$ cat config.mk
export PLATFORM = sky130hd
export DESIGN_NAME = console_line_edit_buffer_flat
export DESIGN_NICKNAME = d
export VERILOG_FILES = /design/src/design/cleb_pkg.sv /design/src/design/cleb_in_if.sv /design/src/design/cleb_out_if.sv /design/src/design/console_line_edit_buffer.sv /design/src/design/cleb_ram.sv /design/src/flat_wrapper.sv
export SDC_FILE = /design/constraint.sdc
export NUM_CORES = 2
export LEC_CHECK = 0
export BUFFER_PORTS_ARGS = -buffer_cell sky130_fd_sc_hd__clkbuf_2
export CAP_MARGIN = 0
export CORE_ASPECT_RATIO = 1.75
export CORE_UTILIZATION = 60
export CTS_CLUSTER_DIAMETER = 100
export DETAILED_ROUTE_END_ITERATION = 6
export PLACE_DENSITY = 0.76
export SYNTH_ARGS = -nofsm -noshare
export SYNTH_HDL_FRONTEND = slang
export SYNTH_SLANG_ARGS = --single-unit
$ cat constraint.sdc
create_clock -name clk -period 23 [get_ports clk]
set_clock_uncertainty 0.1 [all_clocks]
set_input_delay 4.6 -clock clk [delete_from_list [all_inputs] [get_ports clk]]
set_output_delay 4.6 -clock clk [all_outputs]
set_load 0.01 [all_outputs]
$ cat src/design/cleb_pkg.sv
// Shared types and constants for the console line edit buffer.
package cleb_pkg;

  // Request codes on the input channel.
  localparam logic REQ_RX   = 1'b0;
  localparam logic REQ_READ = 1'b1;

  // Result kinds on the output channel.
  localparam logic [1:0] KIND_ECHO      = 2'd0;
  localparam logic [1:0] KIND_LINE      = 2'd1;
  localparam logic [1:0] KIND_NOT_READY = 2'd2;
  localparam logic [1:0] KIND_REFUSED   = 2'd3;

  // Character codes.
  localparam logic [7:0] CH_BS  = 8'h08;
  localparam logic [7:0] CH_LF  = 8'h0A;
  localparam logic [7:0] CH_CR  = 8'h0D;
  localparam logic [7:0] CH_SP  = 8'h20;
  localparam logic [7:0] CH_DEL = 8'h7F;

  // Pending output job, one per accepted item that produces results.
  typedef enum logic [2:0] {
    JOB_CRLF   = 3'd0,
    JOB_ERASE  = 3'd1,
    JOB_ECHO   = 3'd2,
    JOB_NOTRDY = 3'd3,
    JOB_REFUSE = 3'd4,
    JOB_LINE   = 3'd5
  } job_t;

endpackage

$ cat src/design/cleb_in_if.sv
// Input channel of the console line edit buffer: request type and received byte.
interface cleb_in_if;
  logic       valid;
  logic       ready;
  logic       req_type;
  logic [7:0] rx_byte;

  modport source (output valid, output req_type, output rx_byte, input ready);
  modport sink   (input valid, input req_type, input rx_byte, output ready);
endinterface

$ cat src/design/cleb_out_if.sv
// Output channel of the console line edit buffer: echo, line and status results.
interface cleb_out_if;
  logic       valid;
  logic       ready;
  logic [1:0] kind;
  logic [7:0] data_byte;
  logic       run_last;
  logic       line_end;

  modport source (output valid, output kind, output data_byte, output run_last,
                  output line_end, input ready);
  modport sink   (input valid, input kind, input data_byte, input run_last,
                  input line_end, output ready);
endinterface

$ cat src/design/console_line_edit_buffer.sv
// Top level of the console line edit buffer: line editing, echo and line delivery.
//
// The block collects received console bytes into a line store and echoes them.
// Backspace and DEL erase the last held byte and echo backspace, space,
// backspace; CR or LF stores a newline, echoes CR LF and completes the line.
// A plain byte is stored only while fewer than LINE_DEPTH-2 bytes are held and
// is dropped without echo otherwise. Once a line is complete, each read request
// returns the next stored byte, the closing newline flagged by line_end, and
// after that byte the block returns to collecting. A read while collecting
// answers "no line ready"; a received byte while delivering is refused and must
// be resent. Every result leaves as one beat on the output channel, so an item
// holds the output until all of its results (one to three) are taken, and the
// next item is accepted in the same cycle as the last beat of the previous one
// is taken. An item with no result leaves the output free. A delivered line byte comes
// from the line store RAM, whose registered read makes it appear the cycle after
// the read request is accepted. The line store needs no clearing after reset:
// only entries written for the current line are ever read.
module console_line_edit_buffer
  import cleb_pkg::*;
#(
  parameter int LINE_DEPTH = 512
) (
  input logic       clk,
  input logic       rst,
  cleb_in_if.sink   in_ch,
  cleb_out_if.source out_ch
);

  localparam int AW = $clog2(LINE_DEPTH);
  localparam int CW = $clog2(LINE_DEPTH + 1);
  localparam logic [CW-1:0] FILL_LIMIT = CW'(LINE_DEPTH - 2);
  localparam logic [CW-1:0] FILL_CAP   = CW'(LINE_DEPTH);

  // Editing state.
  logic [CW-1:0] fill_count, fill_count_next;
  logic [AW-1:0] read_index, read_index_next;
  logic          delivering, delivering_next;

  // Result register: the job being emitted and its beat position.
  logic       job_valid;
  job_t       job;
  logic [7:0] job_byte;
  logic       job_end;
  logic [1:0] beat;

  logic       has_job;
  job_t       job_next;
  logic       end_next;

  logic       ram_we;
  logic [7:0] ram_wdata;
  logic       ram_re;
  logic [7:0] ram_rdata;

  logic       take, done, accept;
  logic       is_newline, is_erase;
  logic [CW-1:0] read_plus;

  // The input side is free once the current job's last beat leaves.
  assign take         = out_ch.valid && out_ch.ready;
  assign done         = take && out_ch.run_last;
  assign in_ch.ready  = !job_valid || done;
  assign accept       = in_ch.valid && in_ch.ready;

  assign is_newline = (in_ch.rx_byte == CH_CR) || (in_ch.rx_byte == CH_LF);
  assign is_erase   = (in_ch.rx_byte == CH_BS) || (in_ch.rx_byte == CH_DEL);
  assign read_plus  = CW'(read_index) + CW'(1);

  // Decode of one item against the current state.
  always_comb begin
    fill_count_next = fill_count;
    read_index_next = read_index;
    delivering_next = delivering;
    has_job         = 1'b0;
    job_next        = JOB_ECHO;
    end_next        = 1'b0;
    ram_we          = 1'b0;
    ram_wdata       = in_ch.rx_byte;
    ram_re          = 1'b0;
    if (delivering) begin
      has_job = 1'b1;
      if (in_ch.req_type == REQ_RX) begin
        job_next = JOB_REFUSE;
      end else begin
        job_next = JOB_LINE;
        ram_re   = accept;
        end_next = (read_plus >= fill_count);
        if (read_plus >= fill_count) begin
          fill_count_next = '0;
          read_index_next = '0;
          delivering_next = 1'b0;
        end else begin
          read_index_next = read_plus[AW-1:0];
        end
      end
    end else if (in_ch.req_type == REQ_READ) begin
      has_job  = 1'b1;
      job_next = JOB_NOTRDY;
    end else if (is_newline) begin
      has_job         = 1'b1;
      job_next        = JOB_CRLF;
      ram_wdata       = CH_LF;
      read_index_next = '0;
      delivering_next = 1'b1;
      if (fill_count < FILL_CAP) begin
        ram_we          = accept;
        fill_count_next = fill_count + CW'(1);
      end
    end else if (is_erase) begin
      if (fill_count != '0) begin
        has_job         = 1'b1;
        job_next        = JOB_ERASE;
        fill_count_next = fill_count - CW'(1);
      end
    end else if (fill_count < FILL_LIMIT) begin
      has_job         = 1'b1;
      job_next        = JOB_ECHO;
      ram_we          = accept;
      fill_count_next = fill_count + CW'(1);
    end
  end

  cleb_ram #(
    .WIDTH (8),
    .DEPTH (LINE_DEPTH)
  ) u_line_store (
    .clk   (clk),
    .we    (ram_we),
    .waddr (fill_count[AW-1:0]),
    .wdata (ram_wdata),
    .re    (ram_re),
    .raddr (read_index),
    .rdata (ram_rdata)
  );

  // State and result register update.
  always_ff @(posedge clk) begin
    if (rst) begin
      fill_count <= '0;
      read_index <= '0;
      delivering <= 1'b0;
      job_valid  <= 1'b0;
      beat       <= '0;
    end else begin
      if (accept) begin
        fill_count <= fill_count_next;
        read_index <= read_index_next;
        delivering <= delivering_next;
        job_valid  <= has_job;
        beat       <= '0;
      end else if (done) begin
        job_valid <= 1'b0;
        beat      <= '0;
      end else if (take) begin
        beat <= beat + 2'd1;
      end
    end
  end

  always_ff @(posedge clk) begin
    if (accept) begin
      job      <= job_next;
      job_byte <= in_ch.rx_byte;
      job_end  <= end_next;
    end
  end

  // Beat formatting from the result register.
  always_comb begin
    out_ch.valid     = job_valid;
    out_ch.kind      = KIND_ECHO;
    out_ch.data_byte = '0;
    out_ch.run_last  = 1'b1;
    out_ch.line_end  = 1'b0;
    case (job)
      JOB_CRLF: begin
        out_ch.data_byte = (beat == 2'd0) ? CH_CR : CH_LF;
        out_ch.run_last  = (beat != 2'd0);
      end
      JOB_ERASE: begin
        out_ch.data_byte = (beat == 2'd1) ? CH_SP : CH_BS;
        out_ch.run_last  = (beat == 2'd2);
      end
      JOB_ECHO: begin
        out_ch.data_byte = job_byte;
      end
      JOB_NOTRDY: begin
        out_ch.kind = KIND_NOT_READY;
      end
      JOB_REFUSE: begin
        out_ch.kind = KIND_REFUSED;
      end
      JOB_LINE: begin
        out_ch.kind      = KIND_LINE;
        out_ch.data_byte = ram_rdata;
        out_ch.line_end  = job_end;
      end
      default: begin
        out_ch.kind = KIND_ECHO;
      end
    endcase
  end

  // A completed line always holds at least its newline, and the read pointer
  // stays inside it.
  a_deliver_nonempty: assert property (@(posedge clk) disable iff (rst)
    delivering |-> (fill_count != '0) && (CW'(read_index) < fill_count))
    else $error("delivering with read pointer outside the held line");

  // The store never overflows: plain bytes stop two short of the depth.
  a_fill_bound: assert property (@(posedge clk) disable iff (rst)
    fill_count < FILL_CAP)
    else $error("line store fill count reached the depth");

  // A line end beat returns the block to collecting with an empty store.
  a_line_end_clears: assert property (@(posedge clk) disable iff (rst)
    (job_valid && job == JOB_LINE && job_end) |->
      (!delivering && fill_count == '0))
    else $error("line end delivered while line still held");

  // An item is never accepted while a beat is left over that is not its last.
  a_no_overrun: assert property (@(posedge clk) disable iff (rst)
    (job_valid && !(take && out_ch.run_last)) |-> !accept)
    else $error("item accepted while results still pending");

endmodule

$ cat src/design/cleb_ram.sv
// Generic single-port-write, single-port-read RAM with registered read data.
module cleb_ram #(
  parameter int WIDTH = 8,
  parameter int DEPTH = 512
) (
  input  logic                     clk,
  input  logic                     we,
  input  logic [$clog2(DEPTH)-1:0] waddr,
  input  logic [WIDTH-1:0]         wdata,
  input  logic                     re,
  input  logic [$clog2(DEPTH)-1:0] raddr,
  output logic [WIDTH-1:0]         rdata
);

  logic [WIDTH-1:0] mem [DEPTH];

  always_ff @(posedge clk) begin
    if (we) begin
      mem[waddr] <= wdata;
    end
    if (re) begin
      rdata <= mem[raddr];
    end
  end

endmodule

$ cat src/flat_wrapper.sv
// flat-port wrapper written by rule: the top's interface ports become plain ports
module console_line_edit_buffer_flat import cleb_pkg::*;
#(
  parameter int LINE_DEPTH = 512
)
  (clk, rst, in_ch_valid, in_ch_req_type, in_ch_rx_byte, in_ch_ready, out_ch_valid, out_ch_kind, out_ch_data_byte, out_ch_run_last, out_ch_line_end, out_ch_ready);
  cleb_in_if in_ch_i ();
  cleb_out_if out_ch_i ();
  input logic clk;
  input logic rst;
  input wire logic [$bits(in_ch_i.valid)-1:0] in_ch_valid;
  input wire logic [$bits(in_ch_i.req_type)-1:0] in_ch_req_type;
  input wire logic [$bits(in_ch_i.rx_byte)-1:0] in_ch_rx_byte;
  output wire logic [$bits(in_ch_i.ready)-1:0] in_ch_ready;
  output wire logic [$bits(out_ch_i.valid)-1:0] out_ch_valid;
  output wire logic [$bits(out_ch_i.kind)-1:0] out_ch_kind;
  output wire logic [$bits(out_ch_i.data_byte)-1:0] out_ch_data_byte;
  output wire logic [$bits(out_ch_i.run_last)-1:0] out_ch_run_last;
  output wire logic [$bits(out_ch_i.line_end)-1:0] out_ch_line_end;
  input wire logic [$bits(out_ch_i.ready)-1:0] out_ch_ready;
  assign in_ch_i.valid = in_ch_valid;
  assign in_ch_i.req_type = in_ch_req_type;
  assign in_ch_i.rx_byte = in_ch_rx_byte;
  assign in_ch_ready = in_ch_i.ready;
  assign out_ch_valid = out_ch_i.valid;
  assign out_ch_kind = out_ch_i.kind;
  assign out_ch_data_byte = out_ch_i.data_byte;
  assign out_ch_run_last = out_ch_i.run_last;
  assign out_ch_line_end = out_ch_i.line_end;
  assign out_ch_i.ready = out_ch_ready;
  console_line_edit_buffer #(.LINE_DEPTH(LINE_DEPTH)) u_core (.clk(clk), .rst(rst), .in_ch(in_ch_i), .out_ch(out_ch_i));
endmodule
==> impl_metrics.json <==
{
  "grt_pass1_vias": 81400,
  "leakage_nw": 51.4,
  "report.final.hold_viol_count": 0,
  "grt_setup_unrepaired": "no",
  "io_buffer_count": 26,
  "final_area_mm2": 0.176,
  "dp_hpwl_um": 253000,
  "vias_per_cell": 6.92,
  "num_vias": 79900,
  "global_route.overflow_total": 0,
  "final.fill_count": 16400,
  "crit_buf_inv": 2,
  "syn_area_per_cell_um2": 20.9,
  "grt_start_max_net_pins": 173,
  "met3_length_um": 36400,
  "post_route_cells_drive_above_1_share": 0.224,
  "ys_seq_elements": 4139,
  "post_synthesis_cell_area_mm2": 0.161,
  "grt_first_pass_wirelength_um": 587000,
  "worstSetupEndpointType": "primary output",
  "num_rows": 251,
  "number_of_synthesized_flops_with_an_enable_pin": 4116,
  "ctsHtreeMaxLevel": 5,
  "die_h_um": 687,
  "cts-hold-fix-buffers": 0,
  "postSynth.topFlopCell": "sky130_fd_sc_hd__edfxtp_1",
  "numPlacedInstances": 10900,
  "cts_made_buffers": 337,
  "vdd.ir_drop.worst_uv": 62.8,
  "startpoint_type": "input pin",
  "gp_routability_congestion": 0.974,
  "crit_required_ns": 18.30,
  "cp_top_family": "buffers and inverters",
  "cts_setup_buffers": 0,
  "critical_path.slowest_cell": "sky130_fd_sc_hd__a21bo_2",
  "drt_pre_antenna_iters": 6,
  "report.final.setup_viol": 0,
  "io-pin-count": 27,
  "initial_utilization": 0.603,
  "timing.fmax_ghz": 0.102,
  "route.detailed.wl_per_inst_um": 36.0,
  "arrival_ns": 5.10,
  "power.density_mw_per_mm2": 82.5,
  "top_layer": "met5",
  "yosys.cell_types.count": 73,
  "cts.reportedPaths.clkPinSlew_ns": 0.07,
  "worst_path_largest_cell_delay_ns": 0.25,
  "sum_of_routed_wire_segments_on_met1_um": 131000,
  "cap_violations": 0,
  "post_cts_resized": 0,
  "design.die.area_mm2": 0.270,
  "dpl_cell_area_mm2": 0.165,
  "dr.first_iter.drc_count": 11100,
  "report.final.slew_viol_count": 0,
  "layout_worst_path_cycle_share": 0.426,
  "drcViolationCount": 0,
  "layout.nets": 7774,
  "final.setup.tns_ns": 0,
  "worst_slew_pin_slew_ns": 1.37,
  "synth-async-reset-ratio": 0,
  "met2_wirelength_um": 214000,
  "worstHoldPathType": "flop to flop",
  "drt.antenna.violating_nets": 0,
  "path_max_fanout": 6,
  "clock_path_buffers": 4,
  "non_filler_instance_count_after_layout": 11600,
  "slew-limit-headroom": 0.0762,
  "ys_seq_area_frac": 0.771,
  "wl_um": 416000,
  "groute.usage.overall": 0.308,
  "area_growth_syn_to_fin_pct": 9.51,
  "master_cell_of_the_clock_root_buffer": "sky130_fd_sc_hd__clkbuf_16",
  "status": "finished clean",
  "fp.coreArea_mm2": 0.267,
  "timing.critical_path.cells": "clkbuf_2 -> a21bo_2 -> clkbuf_2",
  "setup.worst_path.class": "input pin to primary output",
  "grt_antenna_before_repair": 17,
  "yosysWarningCount": 0,
  "critical_path.most_common_cell": "sky130_fd_sc_hd__clkbuf_2",
  "clkSinkCount": 4139,
  "chipWidth_um": 394,
  "worst_skew_pair.late_latency_ns": 0.90,
  "final_critical_path_required_period_ns": 9.80,
  "cts_tree": "yes",
  "synth.net_count": 7731,
  "synthCells": 7699
}
==> layout by cell type, fill, tap and decap left out, types with 17 or more instances in the layout <==
cell type,instances
sky130_fd_sc_hd__a211oi_1,64
sky130_fd_sc_hd__clkbuf_2,21
sky130_fd_sc_hd__bufinv_16,52
sky130_fd_sc_hd__buf_12,19
sky130_fd_sc_hd__nand3_1,116
sky130_fd_sc_hd__clkinvlp_4,27
sky130_fd_sc_hd__clkinv_4,20
sky130_fd_sc_hd__a21oi_1,120
sky130_fd_sc_hd__mux4_2,1024
sky130_fd_sc_hd__nor2_1,726
sky130_fd_sc_hd__o22ai_1,93
sky130_fd_sc_hd__nand4_1,33
sky130_fd_sc_hd__clkbuf_1,32
sky130_fd_sc_hd__edfxtp_1,4116
sky130_fd_sc_hd__dfxtp_1,18
sky130_fd_sc_hd__nand2_1,184
sky130_fd_sc_hd__clkinv_2,61
sky130_fd_sc_hd__clkbuf_16,347
sky130_fd_sc_hd__o211ai_1,31
sky130_fd_sc_hd__ha_1,19
sky130_fd_sc_hd__inv_6,17
sky130_fd_sc_hd__buf_4,126
sky130_fd_sc_hd__mux2i_1,292
sky130_fd_sc_hd__a31oi_1,22
sky130_fd_sc_hd__clkinv_1,43
sky130_fd_sc_hd__o21ai_0,181
==> through the flow <==
stage          setup WS [ns]  power (W)  hold WS [ns]  utilization
4_1_cts                13.20     0.0146         0.400        0.660
3_5_place_dp           12.87    0.00867         0.388        0.617
2_1_floorplan           2.56    0.00861         0.351            -
6_report               13.20     0.0145         0.392        0.660
3_3_place_gp           12.93    0.00867         0.367        0.617
5_1_grt                13.19     0.0148         0.412        0.660
==> path summary, 6_finish.rpt <==
path	start	depth (start not counted)	endpoint	slack [ns]
setup / recovery	out_ch_ready	3	in_ch_ready	13.20
setup reg to reg	u_core.read_index[0]	13	u_core.u_line_store.rdata[2]	15.21
hold reg to reg	u_core.beat[1]	2	u_core.beat[1]	0.39
hold / removal	u_core.beat[1]	2	u_core.beat[1]	0.39
==> cell families after synthesis <==
kind of cell / after synthesis / share of synthesized area
AO/OA/AOI/OAI: 560 / 0.0209
XOR/XNOR: 9 / 0.000490
buffers and inverters: 484 / 0.0144
adder cells (fa/ha/maj): 19 / 0.00148
multiplexers: 1319 / 0.162
AND/OR/NAND/NOR: 1169 / 0.0306
flip-flops: 4139 / 0.771
==> cells in the mapped netlist, types with 4 or more instances <==
cell                       number  area share
sky130_fd_sc_hd__nand4_1       33      0.0013
sky130_fd_sc_hd__and2_1         7     0.00027
sky130_fd_sc_hd__dfxtp_1       23      0.0029
sky130_fd_sc_hd__or2_2          4     0.00016
sky130_fd_sc_hd__o211ai_1      31      0.0014
sky130_fd_sc_hd__buf_1          8     0.00019
sky130_fd_sc_hd__nand3_2       12     0.00075
sky130_fd_sc_hd__or3_1          4     0.00016
sky130_fd_sc_hd__nor3b_1        4     0.00019
sky130_fd_sc_hd__o21ai_0      181      0.0056
sky130_fd_sc_hd__mux4_2      1024        0.14
sky130_fd_sc_hd__buf_2        235      0.0073
sky130_fd_sc_hd__nand3_1      116      0.0036
sky130_fd_sc_hd__a31oi_1       22     0.00085
sky130_fd_sc_hd__nand2_1      200      0.0047
sky130_fd_sc_hd__o22ai_1       93      0.0036
sky130_fd_sc_hd__a221oi_1       6     0.00033
sky130_fd_sc_hd__nor3_1        16     0.00050
sky130_fd_sc_hd__a21oi_1      120      0.0037
sky130_fd_sc_hd__nor2b_1        8     0.00031
sky130_fd_sc_hd__nand2b_1       7     0.00027
sky130_fd_sc_hd__nor2_1       732       0.017
sky130_fd_sc_hd__and3_1         5     0.00019
sky130_fd_sc_hd__a211oi_1      64      0.0030
sky130_fd_sc_hd__buf_6          6     0.00042
sky130_fd_sc_hd__ha_1          19      0.0015
sky130_fd_sc_hd__clkbuf_1     180      0.0042
sky130_fd_sc_hd__o21ai_1        4     0.00012
sky130_fd_sc_hd__edfxtp_1    4116        0.77
sky130_fd_sc_hd__xnor2_1        6     0.00033
sky130_fd_sc_hd__inv_1         16     0.00037
sky130_fd_sc_hd__buf_4         33      0.0015
sky130_fd_sc_hd__mux2i_1      292       0.018
==> metal layers <==
metal,vias to the layer above,track usage
met5,-,0
met4,14,0.211
met3,1278,0.0488
met2,5553,0.530
met1,41300,0.357
li1,31800,-
==> worst reg2reg max path, stage by stage (launching register included) <==
cell and delay, ns:
sky130_fd_sc_hd__dfxtp_4 0.76, sky130_fd_sc_hd__buf_4 0.69, sky130_fd_sc_hd__buf_4 0.79, sky130_fd_sc_hd__buf_12 0.55, sky130_fd_sc_hd__buf_12 0.63, sky130_fd_sc_hd__buf_4 0.66
sky130_fd_sc_hd__buf_4 0.76, sky130_fd_sc_hd__mux4_2 0.68, sky130_fd_sc_hd__mux2i_1 0.25, sky130_fd_sc_hd__a211oi_1 0.16, sky130_fd_sc_hd__a31oi_1 0.33, sky130_fd_sc_hd__nand4_1 0.30
sky130_fd_sc_hd__o21ai_0 0.57, sky130_fd_sc_hd__nor2_1 0.23
==> state kept, by name, summed over array words and instances (netlist names) <==
| signal | cells |
|---|---|
| u_core.read_index | 9 |
| u_core.job_byte | 8 |
| u_core.job_end | 1 |
| u_core.u_line_store.rdata | 8 |
| u_core.job | 3 |
| u_core.beat | 2 |
| u_core.out_ch.valid | 1 |
| u_core.fill_count | 10 |
| u_core.delivering | 1 |
| u_core.u_line_store.mem | 4096 |
==> power breakdown <==
group	internal, W	total, W	leakage (nW)	switching (W)
registers	0.00829	0.00829	37.2	0.00000313
logic	0.0000188	0.000211	8.66	0.000192
clock network	0.00337	0.00604	5.56	0.00267
==> final cells by class <==
| class | count | area [um2] | area share |
|---|---|---|---|
| diodes | 5 | 12.5 | 0.0000710 |
| clock buffers | 379 | 8800 | 0.0499 |
| clock inverters | 226 | 2660 | 0.0151 |
| inverters | 17 | 66.3 | 0.000376 |
| multi-input cells | 3076 | 34700 | 0.197 |
| flip-flops and latches | 4139 | 124000 | 0.704 |
| well taps | 3542 | 4430 | 0.0251 |
| repair buffers | 171 | 1510 | 0.00854 |
No activity file was read; power rests on OpenSTA's default activity.
